## config.mk

```make
export PLATFORM = sky130hd
export DESIGN_NAME = shared_multi_stack_buffer
export DESIGN_NICKNAME = d
export VERILOG_FILES = /design/src/sv/smsb_pkg.sv /design/src/sv/smsb_entry_mem.sv /design/src/sv/smsb_head_mem.sv /design/src/sv/shared_multi_stack_buffer.sv
export SDC_FILE = /design/constraint.sdc
export NUM_CORES = 2
export LEC_CHECK = 0
export ABC_AREA = 1
export CAP_MARGIN = 20
export CELL_PAD_IN_SITES_DETAIL_PLACEMENT = 0
export CELL_PAD_IN_SITES_GLOBAL_PLACEMENT = 1
export CORE_MARGIN = 10
export CORE_UTILIZATION = 51
export CTS_CLUSTER_DIAMETER = 80
export DETAILED_ROUTE_END_ITERATION = 10
export DONT_BUFFER_PORTS = 1
export GPL_ROUTABILITY_DRIVEN = 0
export GPL_TIMING_DRIVEN = 0
export PLACE_DENSITY_LB_ADDON = 0.15
export SLEW_MARGIN = 15
export SYNTH_ARGS = -nofsm -noshare
export SYNTH_HDL_FRONTEND = slang
export SYNTH_SLANG_ARGS = --single-unit
```

## constraint.sdc

```tcl
create_clock -name clk -period 7.9 [get_ports clk]
set_input_delay 0.395 -clock clk [delete_from_list [all_inputs] [get_ports clk]]
set_output_delay 0.395 -clock clk [all_outputs]
set_load 0.05 [all_outputs]
```

## src/sv/smsb_pkg.sv

```systemverilog
// Shared types, constants and codes for the shared multi-stack buffer.
`default_nettype none

package smsb_pkg;

    localparam int NUM_STACKS_DEF = 4;
    localparam int CAPACITY_DEF   = 64;
    localparam int DATA_W         = 32;
    localparam int STACK_NUM_W    = 3;
    localparam int STATUS_W       = 2;

    localparam logic OP_PUSH = 1'b0;
    localparam logic OP_POP  = 1'b1;

    typedef enum logic [STATUS_W-1:0] {
        STATUS_OK    = 2'd0,
        STATUS_FULL  = 2'd1,
        STATUS_EMPTY = 2'd2,
        STATUS_BAD   = 2'd3
    } status_t;

    typedef enum logic [1:0] {
        ST_IDLE,
        ST_HEAD,
        ST_ENTRY
    } state_t;

endpackage

`default_nettype wire

```

## src/sv/smsb_entry_mem.sv

```systemverilog
// Entry memory holding data and link words, with lazily built initial free chain.
`default_nettype none

module smsb_entry_mem #(
    parameter int CAPACITY = 64,
    parameter int IDX_W    = 6,
    parameter int LINK_W   = 7
) (
    input  wire logic                      clk,
    input  wire logic                      rst_n,
    input  wire logic                      rd_en,
    input  wire logic [IDX_W-1:0]          rd_addr,
    output logic [smsb_pkg::DATA_W-1:0]    rd_data,
    output logic [LINK_W-1:0]              rd_link,
    input  wire logic                      wr_en,
    input  wire logic [IDX_W-1:0]          wr_addr,
    input  wire logic [smsb_pkg::DATA_W-1:0] wr_data,
    input  wire logic [LINK_W-1:0]         wr_link
);
    import smsb_pkg::*;

    localparam int WORD_W = DATA_W + LINK_W;

    logic [WORD_W-1:0] mem [CAPACITY];
    logic [WORD_W-1:0] rd_word_reg;
    logic              fresh_reg;
    logic [LINK_W-1:0] fresh_link_reg;
    logic [LINK_W-1:0] fill_reg;
    logic [LINK_W-1:0] fill_next;

    always_ff @(posedge clk)
    begin
        if (wr_en)
        begin
            mem[wr_addr] <= {wr_data, wr_link};
        end
        if (rd_en)
        begin
            rd_word_reg    <= mem[rd_addr];
            fresh_link_reg <= LINK_W'(rd_addr) + LINK_W'(1);
        end
    end

    // Entries at or above the fill count have never been written; their link reads as the next index.
    always_comb
    begin
        fill_next = fill_reg;
        if (wr_en && (LINK_W'(wr_addr) >= fill_reg))
        begin
            fill_next = LINK_W'(wr_addr) + LINK_W'(1);
        end
    end

    always_ff @(posedge clk or negedge rst_n)
    begin
        if (!rst_n)
        begin
            fill_reg  <= '0;
            fresh_reg <= 1'b0;
        end
        else
        begin
            fill_reg <= fill_next;
            if (rd_en)
            begin
                fresh_reg <= (LINK_W'(rd_addr) >= fill_reg);
            end
        end
    end

    assign rd_data = rd_word_reg[WORD_W-1:LINK_W];
    assign rd_link = fresh_reg ? fresh_link_reg : rd_word_reg[LINK_W-1:0];

endmodule

`default_nettype wire

```

## src/sv/smsb_head_mem.sv

```systemverilog
// Stack top table with per-stack valid bits so empty stacks read as null.
`default_nettype none

module smsb_head_mem #(
    parameter int NUM_STACKS = 4,
    parameter int STK_W      = 2,
    parameter int LINK_W     = 7,
    parameter int CAPACITY   = 64
) (
    input  wire logic              clk,
    input  wire logic              rst_n,
    input  wire logic              rd_en,
    input  wire logic [STK_W-1:0]  rd_addr,
    output logic [LINK_W-1:0]      rd_head,
    input  wire logic              wr_en,
    input  wire logic [STK_W-1:0]  wr_addr,
    input  wire logic [LINK_W-1:0] wr_head
);
    localparam logic [LINK_W-1:0] NULL_LINK = LINK_W'(CAPACITY);

    logic [LINK_W-1:0]     mem [NUM_STACKS];
    logic [LINK_W-1:0]     rd_head_reg;
    logic                  rd_valid_reg;
    logic [NUM_STACKS-1:0] valid_reg;

    always_ff @(posedge clk)
    begin
        if (wr_en)
        begin
            mem[wr_addr] <= wr_head;
        end
        if (rd_en)
        begin
            rd_head_reg <= mem[rd_addr];
        end
    end

    always_ff @(posedge clk or negedge rst_n)
    begin
        if (!rst_n)
        begin
            valid_reg    <= '0;
            rd_valid_reg <= 1'b0;
        end
        else
        begin
            if (wr_en)
            begin
                valid_reg[wr_addr] <= 1'b1;
            end
            if (rd_en)
            begin
                rd_valid_reg <= valid_reg[rd_addr];
            end
        end
    end

    assign rd_head = rd_valid_reg ? rd_head_reg : NULL_LINK;

endmodule

`default_nettype wire

```

## src/sv/shared_multi_stack_buffer.sv

```systemverilog
// Top level of the shared multi-stack buffer: handshake, sequencer and free list.
`default_nettype none

// Several LIFO stacks share one entry memory; free entries form a linked free
// list. One transaction is processed at a time. A push or pop that succeeds
// passes through these steps: stack top table read at acceptance, then a
// dependent entry memory read, then commit of link, top and free head. Its
// response is loaded with the commit. A bad stack number, full or empty
// answer ends in the stack top step, where its response is loaded.
// The steps follow from the registered reads of the two memories. The
// next request is accepted while a finished result still waits on the
// response channel. That request then holds in its last step until the
// waiting result is taken.
// No clearing pass runs after reset: a fill count supplies the initial free
// chain, so requests are accepted straight after reset.
module shared_multi_stack_buffer #(
    parameter int NUM_STACKS = smsb_pkg::NUM_STACKS_DEF,
    parameter int CAPACITY   = smsb_pkg::CAPACITY_DEF
) (
    input  wire logic                               clk,
    input  wire logic                               rst_n,
    input  wire logic                               req_valid,
    output logic                                    req_ready,
    input  wire logic                               op,
    input  wire logic [smsb_pkg::STACK_NUM_W-1:0]   stack_number,
    input  wire logic signed [smsb_pkg::DATA_W-1:0] push_value,
    output logic                                    rsp_valid,
    input  wire logic                               rsp_ready,
    output logic [smsb_pkg::STATUS_W-1:0]           status,
    output logic signed [smsb_pkg::DATA_W-1:0]      pop_value
);
    import smsb_pkg::*;

    localparam int IDX_W  = $clog2(CAPACITY);
    localparam int LINK_W = $clog2(CAPACITY + 1);
    localparam int STK_W  = (NUM_STACKS > 1) ? $clog2(NUM_STACKS) : 1;
    localparam int SXT_W  = (STK_W > STACK_NUM_W) ? STK_W : STACK_NUM_W;
    localparam logic [LINK_W-1:0] NULL_LINK = LINK_W'(CAPACITY);

    state_t                state_reg;
    state_t                state_next;
    logic                  op_reg;
    logic                  bad_reg;
    logic [STK_W-1:0]      stk_reg;
    logic [DATA_W-1:0]     value_reg;
    logic [IDX_W-1:0]      idx_reg;
    logic [LINK_W-1:0]     free_head_reg;
    logic [LINK_W-1:0]     free_head_next;
    logic                  rsp_valid_reg;
    status_t               status_reg;
    status_t               status_next;
    logic [DATA_W-1:0]     pop_value_reg;
    logic [DATA_W-1:0]     pop_value_next;

    logic                  accept;
    logic                  req_bad;
    logic [SXT_W-1:0]      stk_ext;
    logic [STK_W-1:0]      stk_in;
    logic                  slot_free;
    logic [LINK_W-1:0]     head;
    logic [LINK_W-1:0]     cand;
    logic                  cand_null;
    logic                  head_rd_en;
    logic                  entry_rd_en;
    logic                  rsp_load;
    logic                  commit;
    logic [DATA_W-1:0]     entry_data;
    logic [LINK_W-1:0]     entry_link;
    logic [DATA_W-1:0]     entry_wr_data;
    logic [LINK_W-1:0]     entry_wr_link;
    logic [LINK_W-1:0]     head_wr;

    assign accept    = req_valid && req_ready;
    assign stk_ext   = SXT_W'(stack_number) - SXT_W'(1);
    assign stk_in    = stk_ext[STK_W-1:0];
    assign req_bad   = (stack_number == '0) || (32'(stack_number) > 32'(NUM_STACKS));
    assign slot_free = !rsp_valid_reg || rsp_ready;
    assign cand      = (op_reg == OP_PUSH) ? free_head_reg : head;
    assign cand_null = (cand == NULL_LINK);

    smsb_head_mem #(
        .NUM_STACKS (NUM_STACKS),
        .STK_W      (STK_W),
        .LINK_W     (LINK_W),
        .CAPACITY   (CAPACITY)
    ) u_head_mem (
        .clk     (clk),
        .rst_n   (rst_n),
        .rd_en   (head_rd_en),
        .rd_addr (stk_in),
        .rd_head (head),
        .wr_en   (commit),
        .wr_addr (stk_reg),
        .wr_head (head_wr)
    );

    smsb_entry_mem #(
        .CAPACITY (CAPACITY),
        .IDX_W    (IDX_W),
        .LINK_W   (LINK_W)
    ) u_entry_mem (
        .clk     (clk),
        .rst_n   (rst_n),
        .rd_en   (entry_rd_en),
        .rd_addr (cand[IDX_W-1:0]),
        .rd_data (entry_data),
        .rd_link (entry_link),
        .wr_en   (commit),
        .wr_addr (idx_reg),
        .wr_data (entry_wr_data),
        .wr_link (entry_wr_link)
    );

    always_comb
    begin
        state_next = state_reg;
        case (state_reg)
            ST_IDLE:
            begin
                if (req_valid)
                begin
                    state_next = ST_HEAD;
                end
            end
            ST_HEAD:
            begin
                if (bad_reg || cand_null)
                begin
                    if (slot_free)
                    begin
                        state_next = ST_IDLE;
                    end
                end
                else
                begin
                    state_next = ST_ENTRY;
                end
            end
            ST_ENTRY:
            begin
                if (slot_free)
                begin
                    state_next = ST_IDLE;
                end
            end
            default:
            begin
                state_next = ST_IDLE;
            end
        endcase
    end

    always_comb
    begin
        req_ready      = 1'b0;
        head_rd_en     = 1'b0;
        entry_rd_en    = 1'b0;
        rsp_load       = 1'b0;
        commit         = 1'b0;
        status_next    = STATUS_OK;
        pop_value_next = '0;
        case (state_reg)
            ST_IDLE:
            begin
                req_ready  = 1'b1;
                head_rd_en = req_valid && !req_bad;
            end
            ST_HEAD:
            begin
                if (bad_reg)
                begin
                    rsp_load    = slot_free;
                    status_next = STATUS_BAD;
                end
                else if (cand_null)
                begin
                    rsp_load    = slot_free;
                    status_next = (op_reg == OP_PUSH) ? STATUS_FULL : STATUS_EMPTY;
                end
                else
                begin
                    entry_rd_en = 1'b1;
                end
            end
            ST_ENTRY:
            begin
                rsp_load = slot_free;
                commit   = slot_free;
                if (op_reg == OP_POP)
                begin
                    pop_value_next = entry_data;
                end
            end
            default:
            begin
                req_ready = 1'b0;
            end
        endcase
    end

    // Push links the new entry to the old top; pop hands the entry back to the free list.
    always_comb
    begin
        if (op_reg == OP_PUSH)
        begin
            entry_wr_data  = value_reg;
            entry_wr_link  = head;
            head_wr        = LINK_W'(idx_reg);
            free_head_next = entry_link;
        end
        else
        begin
            entry_wr_data  = entry_data;
            entry_wr_link  = free_head_reg;
            head_wr        = entry_link;
            free_head_next = LINK_W'(idx_reg);
        end
    end

    always_ff @(posedge clk or negedge rst_n)
    begin
        if (!rst_n)
        begin
            state_reg     <= ST_IDLE;
            op_reg        <= OP_PUSH;
            bad_reg       <= 1'b0;
            stk_reg       <= '0;
            free_head_reg <= '0;
            rsp_valid_reg <= 1'b0;
        end
        else
        begin
            state_reg <= state_next;
            if (accept)
            begin
                op_reg  <= op;
                bad_reg <= req_bad;
                stk_reg <= stk_in;
            end
            if (commit)
            begin
                free_head_reg <= free_head_next;
            end
            if (rsp_load)
            begin
                rsp_valid_reg <= 1'b1;
            end
            else if (rsp_ready)
            begin
                rsp_valid_reg <= 1'b0;
            end
        end
    end

    always_ff @(posedge clk)
    begin
        if (accept)
        begin
            value_reg <= push_value;
        end
        if (entry_rd_en)
        begin
            idx_reg <= cand[IDX_W-1:0];
        end
        if (rsp_load)
        begin
            status_reg    <= status_next;
            pop_value_reg <= pop_value_next;
        end
    end

    assign rsp_valid = rsp_valid_reg;
    assign status    = status_reg;
    assign pop_value = pop_value_reg;

endmodule

`default_nettype wire
```

== Word-level counts from Yosys, hierarchy flattened ==
Memories as Yosys holds them, arrays and structs flattened. A register that Yosys moved wholly into a read port is not among the register bits.
Index checks and enable logic that the tools add are counted.

* Flip-flop bits (word level): 106
* Latch bits: 0
* Memory bits (writable): 2524
* Bits in read-only memories: 0
* Input port bits: 40
* Output and inout port bits: 36
* Logic and storage cells: 75
* Memories kept: 2

{| class="wikitable"
|+ Memory list
! memory !! depth !! width !! read ports !! clocked after memory_dff !! write ports !! line !! text
|-
| u_entry_mem.mem || 64 || 39 || 1 || 1 || 1 || smsb_entry_mem.sv:24 || <nowiki>logic [WORD_W-1:0] mem [CAPACITY];</nowiki>
|-
| u_head_mem.mem || 4 || 7 || 1 || 1 || 1 || smsb_head_mem.sv:21 || <nowiki>logic [LINK_W-1:0] mem [NUM_STACKS];</nowiki>
|}

* Add/subtract/negate cells: 3
* Multiply operators: 0
* Divide/modulo/power cells: 0
* $lt $le $gt $ge: 6
* Equal/unequal tests: 4
* Shift operators: 0
* Multiplexer cells: 31
* Bitwise gates (word level): 1
* Reduce and logical (&&, ||, !) cells: 13

{| class="wikitable"
|+ Operators by type and width
! cell !! number
|-
| 7-bit 2-to-1 mux || 6
|-
| 32-bit 2-to-1 mux || 1
|-
| 6-bit by 1-bit adder with 7-bit output (second input constant) || 2
|-
| 6-bit by 7-bit >= comparator with 1-bit output || 2
|-
| 1-bit 2-to-1 mux || 14
|-
| 2-bit 2-to-1 mux || 6
|-
| 7-bit equality test (second input constant) || 1
|-
| 2-bit by 3-bit < comparator with 1-bit output (second input constant) || 2
|-
| 2-bit one-hot mux with 3 select lines || 1
|-
| 1-bit logical AND || 4
|-
| 4-bit bitwise OR || 1
|-
| 3-bit greater-than comparator (second input constant) || 1
|-
| 3-bit logical NOT || 1
|-
| 1-bit logical OR || 3
|-
| 1-bit binary-select mux with 2-bit select || 1
|-
| 1-bit demux with 2-bit select || 1
|-
| 2-bit by 1-bit equality test with 1-bit output (second input constant) || 1
|-
| 2-bit equality test (second input constant) || 1
|-
| 2-bit by 1-bit >= comparator with 1-bit output (second input constant) || 1
|-
| 1-bit logical NOT || 2
|-
| 2-bit logical NOT || 1
|-
| 2-bit inequality test (second input constant) || 1
|-
| 1-bit one-hot mux with 2 select lines || 1
|-
| 2-bit AND reduction || 1
|-
| 2 further kinds || 2
|}

== Logic depth before layout (Yosys ltp) ==
* Word-level depth: 7
* Gate-level depth with buffers: 17
* Depth with buffers taken out: 14

== Cells and area by module ==
Synthesis repeated with hierarchy kept, for this count alone.

* Cells, all modules: 9004
* Area, all modules: 108039.9 um2

{| class="wikitable"
|+ By module, submodules not included
! module !! times used !! cells each !! area each (um2)
|-
| smsb_entry_mem || 1 || 8502 || 102676.0
|-
| shared_multi_stack_buffer || 1 || 380 || 3806.2
|-
| smsb_head_mem || 1 || 122 || 1557.7
|}

== Worst setup path after synthesis ==
Ideal clock, no wire load.

* Path kind: register to register
* Start point: register state_reg[0]
* End point: memory u_entry_mem.mem[40][0] (netlist name), enable pin
* Library setup time: 0.534 ns
* Arrival time: 5.108 ns
* Required time: 7.366 ns
* Path slack: 2.258 ns
* Stages on the path, launching flop included: 7
* Buffers on the path: 0
* Clock period less this slack: 5.642 ns
* Path through: dfrtp_1 -> inv_1 -> ha_1 -> inv_1 -> nor2_1 -> nand4_1 -> nor4_1

* Word-level cells in the longest chain between the ends: 4

{| class="wikitable"
|+ RTL lines
! element !! line !! text
|-
| from (decl) || shared_multi_stack_buffer.sv:40 || <nowiki>state_t state_reg;</nowiki>
|-
| from (signal assigned) || shared_multi_stack_buffer.sv:233 || <nowiki>state_reg <= state_next;</nowiki>
|-
| 2-bit equality test || shared_multi_stack_buffer.sv:162 || <nowiki>case (state_reg)</nowiki>
|-
| 1-bit 2-to-1 mux || shared_multi_stack_buffer.sv:162 ||
|-
| 1-bit 2-to-1 mux || smsb_entry_mem.sv:33 || <nowiki>if (wr_en)</nowiki>
|-
| 1-bit 2-to-1 mux (not written as such) || smsb_entry_mem.sv:35 || <nowiki>mem[wr_addr] <= {wr_data, wr_link};</nowiki>
|-
| to (decl) || smsb_entry_mem.sv:24 ||
|}

Every way passes these cells.

== Worst setup path after layout ==
* Start point: register u_head_mem.rd_valid_reg
* End point: register u_entry_mem.rd_word_reg[16], read port of u_entry_mem.mem (data pin)

* Word-level cells in the longest chain between the ends: 6

{| class="wikitable"
|+ RTL lines
! element !! line !! text
|-
| from (decl) || smsb_head_mem.sv:23 || <nowiki>logic rd_valid_reg;</nowiki>
|-
| from (signal assigned) || smsb_head_mem.sv:53 || <nowiki>rd_valid_reg <= valid_reg[rd_addr];</nowiki>
|-
| 7-bit 2-to-1 mux (*) || smsb_head_mem.sv:58 || <nowiki>assign rd_head = rd_valid_reg ? rd_head_reg : NULL_LINK;</nowiki>
|-
| 7-bit 2-to-1 mux (*) || shared_multi_stack_buffer.sv:78 || <nowiki>assign cand = (op_reg == OP_PUSH) ? free_head_reg : head;</nowiki>
|-
| 7-bit equality test || shared_multi_stack_buffer.sv:79 || <nowiki>assign cand_null = (cand == NULL_LINK);</nowiki>
|-
| 1-bit 2-to-1 mux || shared_multi_stack_buffer.sv:175 || <nowiki>else if (cand_null)</nowiki>
|-
| 1-bit 2-to-1 mux || shared_multi_stack_buffer.sv:170 || <nowiki>if (bad_reg)</nowiki>
|-
| 1-bit 2-to-1 mux || shared_multi_stack_buffer.sv:162 ||
|-
| to (decl) || smsb_entry_mem.sv:25 || <nowiki>logic [WORD_W-1:0] rd_word_reg;</nowiki>
|}

Mark *: on every way between the ends. The rest lies on a longest branch, timed or not.
A chain may end at the register's enable or synchronous reset.

==> impl_metrics.json <==
{
  "hold_depth": 1,
  "slowest_delay_ns": 0.70,
  "yosysWarnings": 0,
  "hold_violations": 0,
  "placed_cell_area_sq_mm": 0.127,
  "fp.dieH_um": 500,
  "drc": 0,
  "drt-total-wl_um": 393000,
  "synthTopCellsByCount": "edfxtp_1, nand2_1, nand3_1, inv_1, buf_2",
  "pwr-share-seq": 0.313,
  "p_int_mw": 32.7,
  "cp-end-kind": "flip-flop",
  "cts_sinks": 2676,
  "via_per_inst": 5.53,
  "regToRegSetupSlack_ns": 3.26,
  "synth_compound_area_frac": 0.00552,
  "grt_overflow": 0,
  "period_minus_slack_ns": 4.64,
  "initial_core_util": 0.512,
  "drtPass1Iterations": 6,
  "hold_end": "value_reg[19]",
  "yosysUniqueCellTypes": 36,
  "rsz0062_at_grt": "no",
  "worstReg2RegStart": "u_head_mem.rd_valid_reg",
  "netlist_area_sq_mm": 0.118,
  "cp.required_ns": 8.55,
  "grt_max_degree": 35,
  "ant_nets": 0,
  "switchingPower_mw": 27.3,
  "clock_skew_ns": 0.0382,
  "synthToLayoutAreaGrowth_pct": 16.2,
  "power_frac_comb": 0.468,
  "fmax_ghz": 0.215,
  "hp-class": "in2reg",
  "power_frac_clock": 0.219,
  "grt_usage": 0.307,
  "instances_no_fill": 15106,
  "status": "complete, no violations",
  "num_rows": 176,
  "critPathSlowestCell": "buf_2",
  "cp-start-kind": "flip-flop",
  "numCtsBuffers": 300,
  "post_cts_resized": 0,
  "grt_pass1_wl_um": 555000,
  "htreeDepth": 5,
  "drt-initial-drc-count": 11274,
  "core_sq_mm": 0.230,
  "place_inst": 14542,
  "synth_edf_count": 2649,
  "maxCapViolations": 0,
  "cts-root-buf": "clkbuf_16",
  "synth_top_area_cell": "edfxtp_1",
  "switching_share": 0.455,
  "leakage_nw": 57.4,
  "synth_top_cells_by_area": "edfxtp_1, nand3_1, nand2_1",
  "fin_util": 0.595,
  "vias": 83582,
  "synthesis.instances": 11265,
  "min-delay-start": "push_value[19]",
  "rr_endpoint": "u_entry_mem.rd_word_reg[16]",
  "synth_top_family_by_area": "simple AND/OR/NAND/NOR gates",
  "largest_reg_flops": 2496,
  "avgSynthCellArea_sq_um": 10.4,
  "worstPathMaxFanout": 11,
  "setup_viol": 0,
  "worst_pin_slew_ns": 1.21,
  "ir_worst_vdd_uv": 264,
  "grt_pass1_vias": 78427,
  "post-synth-top-count-cell": "edfxtp_1",
  "max_slew_margin": 0.193,
  "crit_type": "reg2reg",
  "powerDensity_mw_per_mm2": 440,
  "drive_above_1_share": 0.0973,
  "ys_dominant_reg_cell": "edfxtp_1",
  "path_clk_slew_ns": 0.07,
  "io_buffers": 0,
  "syn_nets": 11325,
  "nets": 11923,
  "cts_max_path_buffers": 4,
  "cts_tree": "built",
  "clock_latency_ns": 0.95,
  "synthArstFlopShare": 0.0101,
  "synth_xor_area_frac": 0.000596,
  "dpl.hpwl_um": 290000,
  "wire_per_inst_um": 26.0,
  "grt_antenna_before_repair": 32,
  "die_w_um": 500,
  "period_share": 0.588,
  "crit_chain": "buf_4, nand2_1, nand2_1, nand2_1, buf_2, buf_2, nand2_1, nand3_1, nand3_1, nand3_1, nand3_1, nand3_1, nand2_1",
  "final_area_sq_mm": 0.137,
  "synthSimpleGateAreaFrac": 0.211,
  "slew_violations": 0,
  "seq_area_frac_synth": 0.682,
  "ys_seq_elements": 2676,
  "synthAdderAreaFrac": 0.00213,
  "die-area_sq_mm": 0.250,
  "synth_top_area_frac": 0.676,
  "ios": 76,
  "ff2ff_path_depth": 13,
  "arrival_ns": 5.29,
  "synthMuxAreaShare": 0.000691
}
==> critical path, delay by kind of cell (launching register included) <==
family                 cells  cell delay (ns)
buffers and inverters      3             1.27
flip-flops                 1             0.36
AND/OR/NAND/NOR           10             2.70
==> logic make-up (layout without fill, tap and decap cells) <==
group,count (synthesis),count (layout)
simple gates,5501,5501
mux,8,8
other cells,0,14
fa+ha+maj,20,20
compound gates,117,117
buf+inv,2935,3736
flops,2676,2676
xor+xnor,8,8
==> power groups by stage <==
stage	Sequential (mW)	Clock [mW]	Combinational, mW
after floorplan	19.5	0	13.3
after global placement	20.5	0	24.9
after detailed placement	19.1	0	27.2
after CTS	18.8	13.2	27.3
after global routing	18.8	13.8	29.6
final	18.8	13.1	28.1
==> through the flow <==
step / setup TNS [ns] / worst slack [ns] / total power, mW / hold slack, ns
after detailed placement: 0 / 3.44 / 46.3 / 0.101
after floorplan: 0 / 2.26 / 32.8 / 0.0994
after CTS: 0 / 3.41 / 59.3 / 0.0365
after global placement: -5074.52 / -3.51 / 45.4 / 0.101
final: 0 / 3.26 / 60.1 / 0.0854
after global routing: 0 / 3.13 / 62.2 / 0.0804
==> placed cells by master, fill, tap and decap left out, types with 4 or more instances in the layout <==
cell type	instances
nor2_4	58
clkinvlp_4	4
clkbuf_16	307
edfxtp_1	2649
nor3_1	5
nand2_1	2623
dfrtp_1	27
buf_16	76
o211ai_1	4
a21oi_1	13
nor2_1	67
diode_2	14
inv_1	2284
clkinv_1	64
buf_2	405
buf_1	60
clkinv_2	45
inv_2	22
dlygate4sd3_1	41
nand3_1	2457
o21ai_4	42
inv_6	4
nand4_1	12
buf_6	11
nand3b_1	261
o22ai_1	8
buf_4	37
buf_8	4
mux2i_1	7
bufinv_16	15
o21ai_0	44
nor4_2	6
clkbuf_1	232
clkbuf_8	6
ha_1	20
buf_12	116
xor2_1	7
==> worst max-delay path by stage <==
stage | from | endpoint | depth (start not counted)
finish | u_head_mem.rd_valid_reg | u_entry_mem.rd_word_reg[16] | 13
global route | u_head_mem.rd_valid_reg | pop_value[12] | 16
CTS | u_head_mem.rd_valid_reg | pop_value[21] | 16
detailed placement | u_head_mem.rd_valid_reg | pop_value[21] | 16
global placement | op_reg | u_entry_mem.mem[49][13] | 5
floorplan | state_reg[0] | u_entry_mem.mem[40][0] | 6
==> area by class of cell <==
type	instances	area, sq um
antenna	14	35.0
buffer	628	2910
clock buffer	373	7990
clock inverter	132	983
fill	18473	93000
inverter	2307	8660
multi-input combinational	5654	26800
sequential	2676	80200
tap	3026	3790
timing repair buffer	296	5290
==> per-layer routing <==
layer / vias to the layer above / part of all wire / track usage
li1: 38045 / - / -
met1: 40343 / 0.40 / 0.434
met2: 4518 / 0.43 / 0.453
met3: 674 / 0.12 / 0.0766
met4: 2 / 0.046 / 0.128
met5: - / 0.000033 / 0
==> timing repair <==
action | in CTS | in global routing
hold buffers | 43 | 0
buffers inserted | 0 | 0
hold endpoints to repair | 85 | 0
No activity file was read; power rests on OpenSTA's default activity.
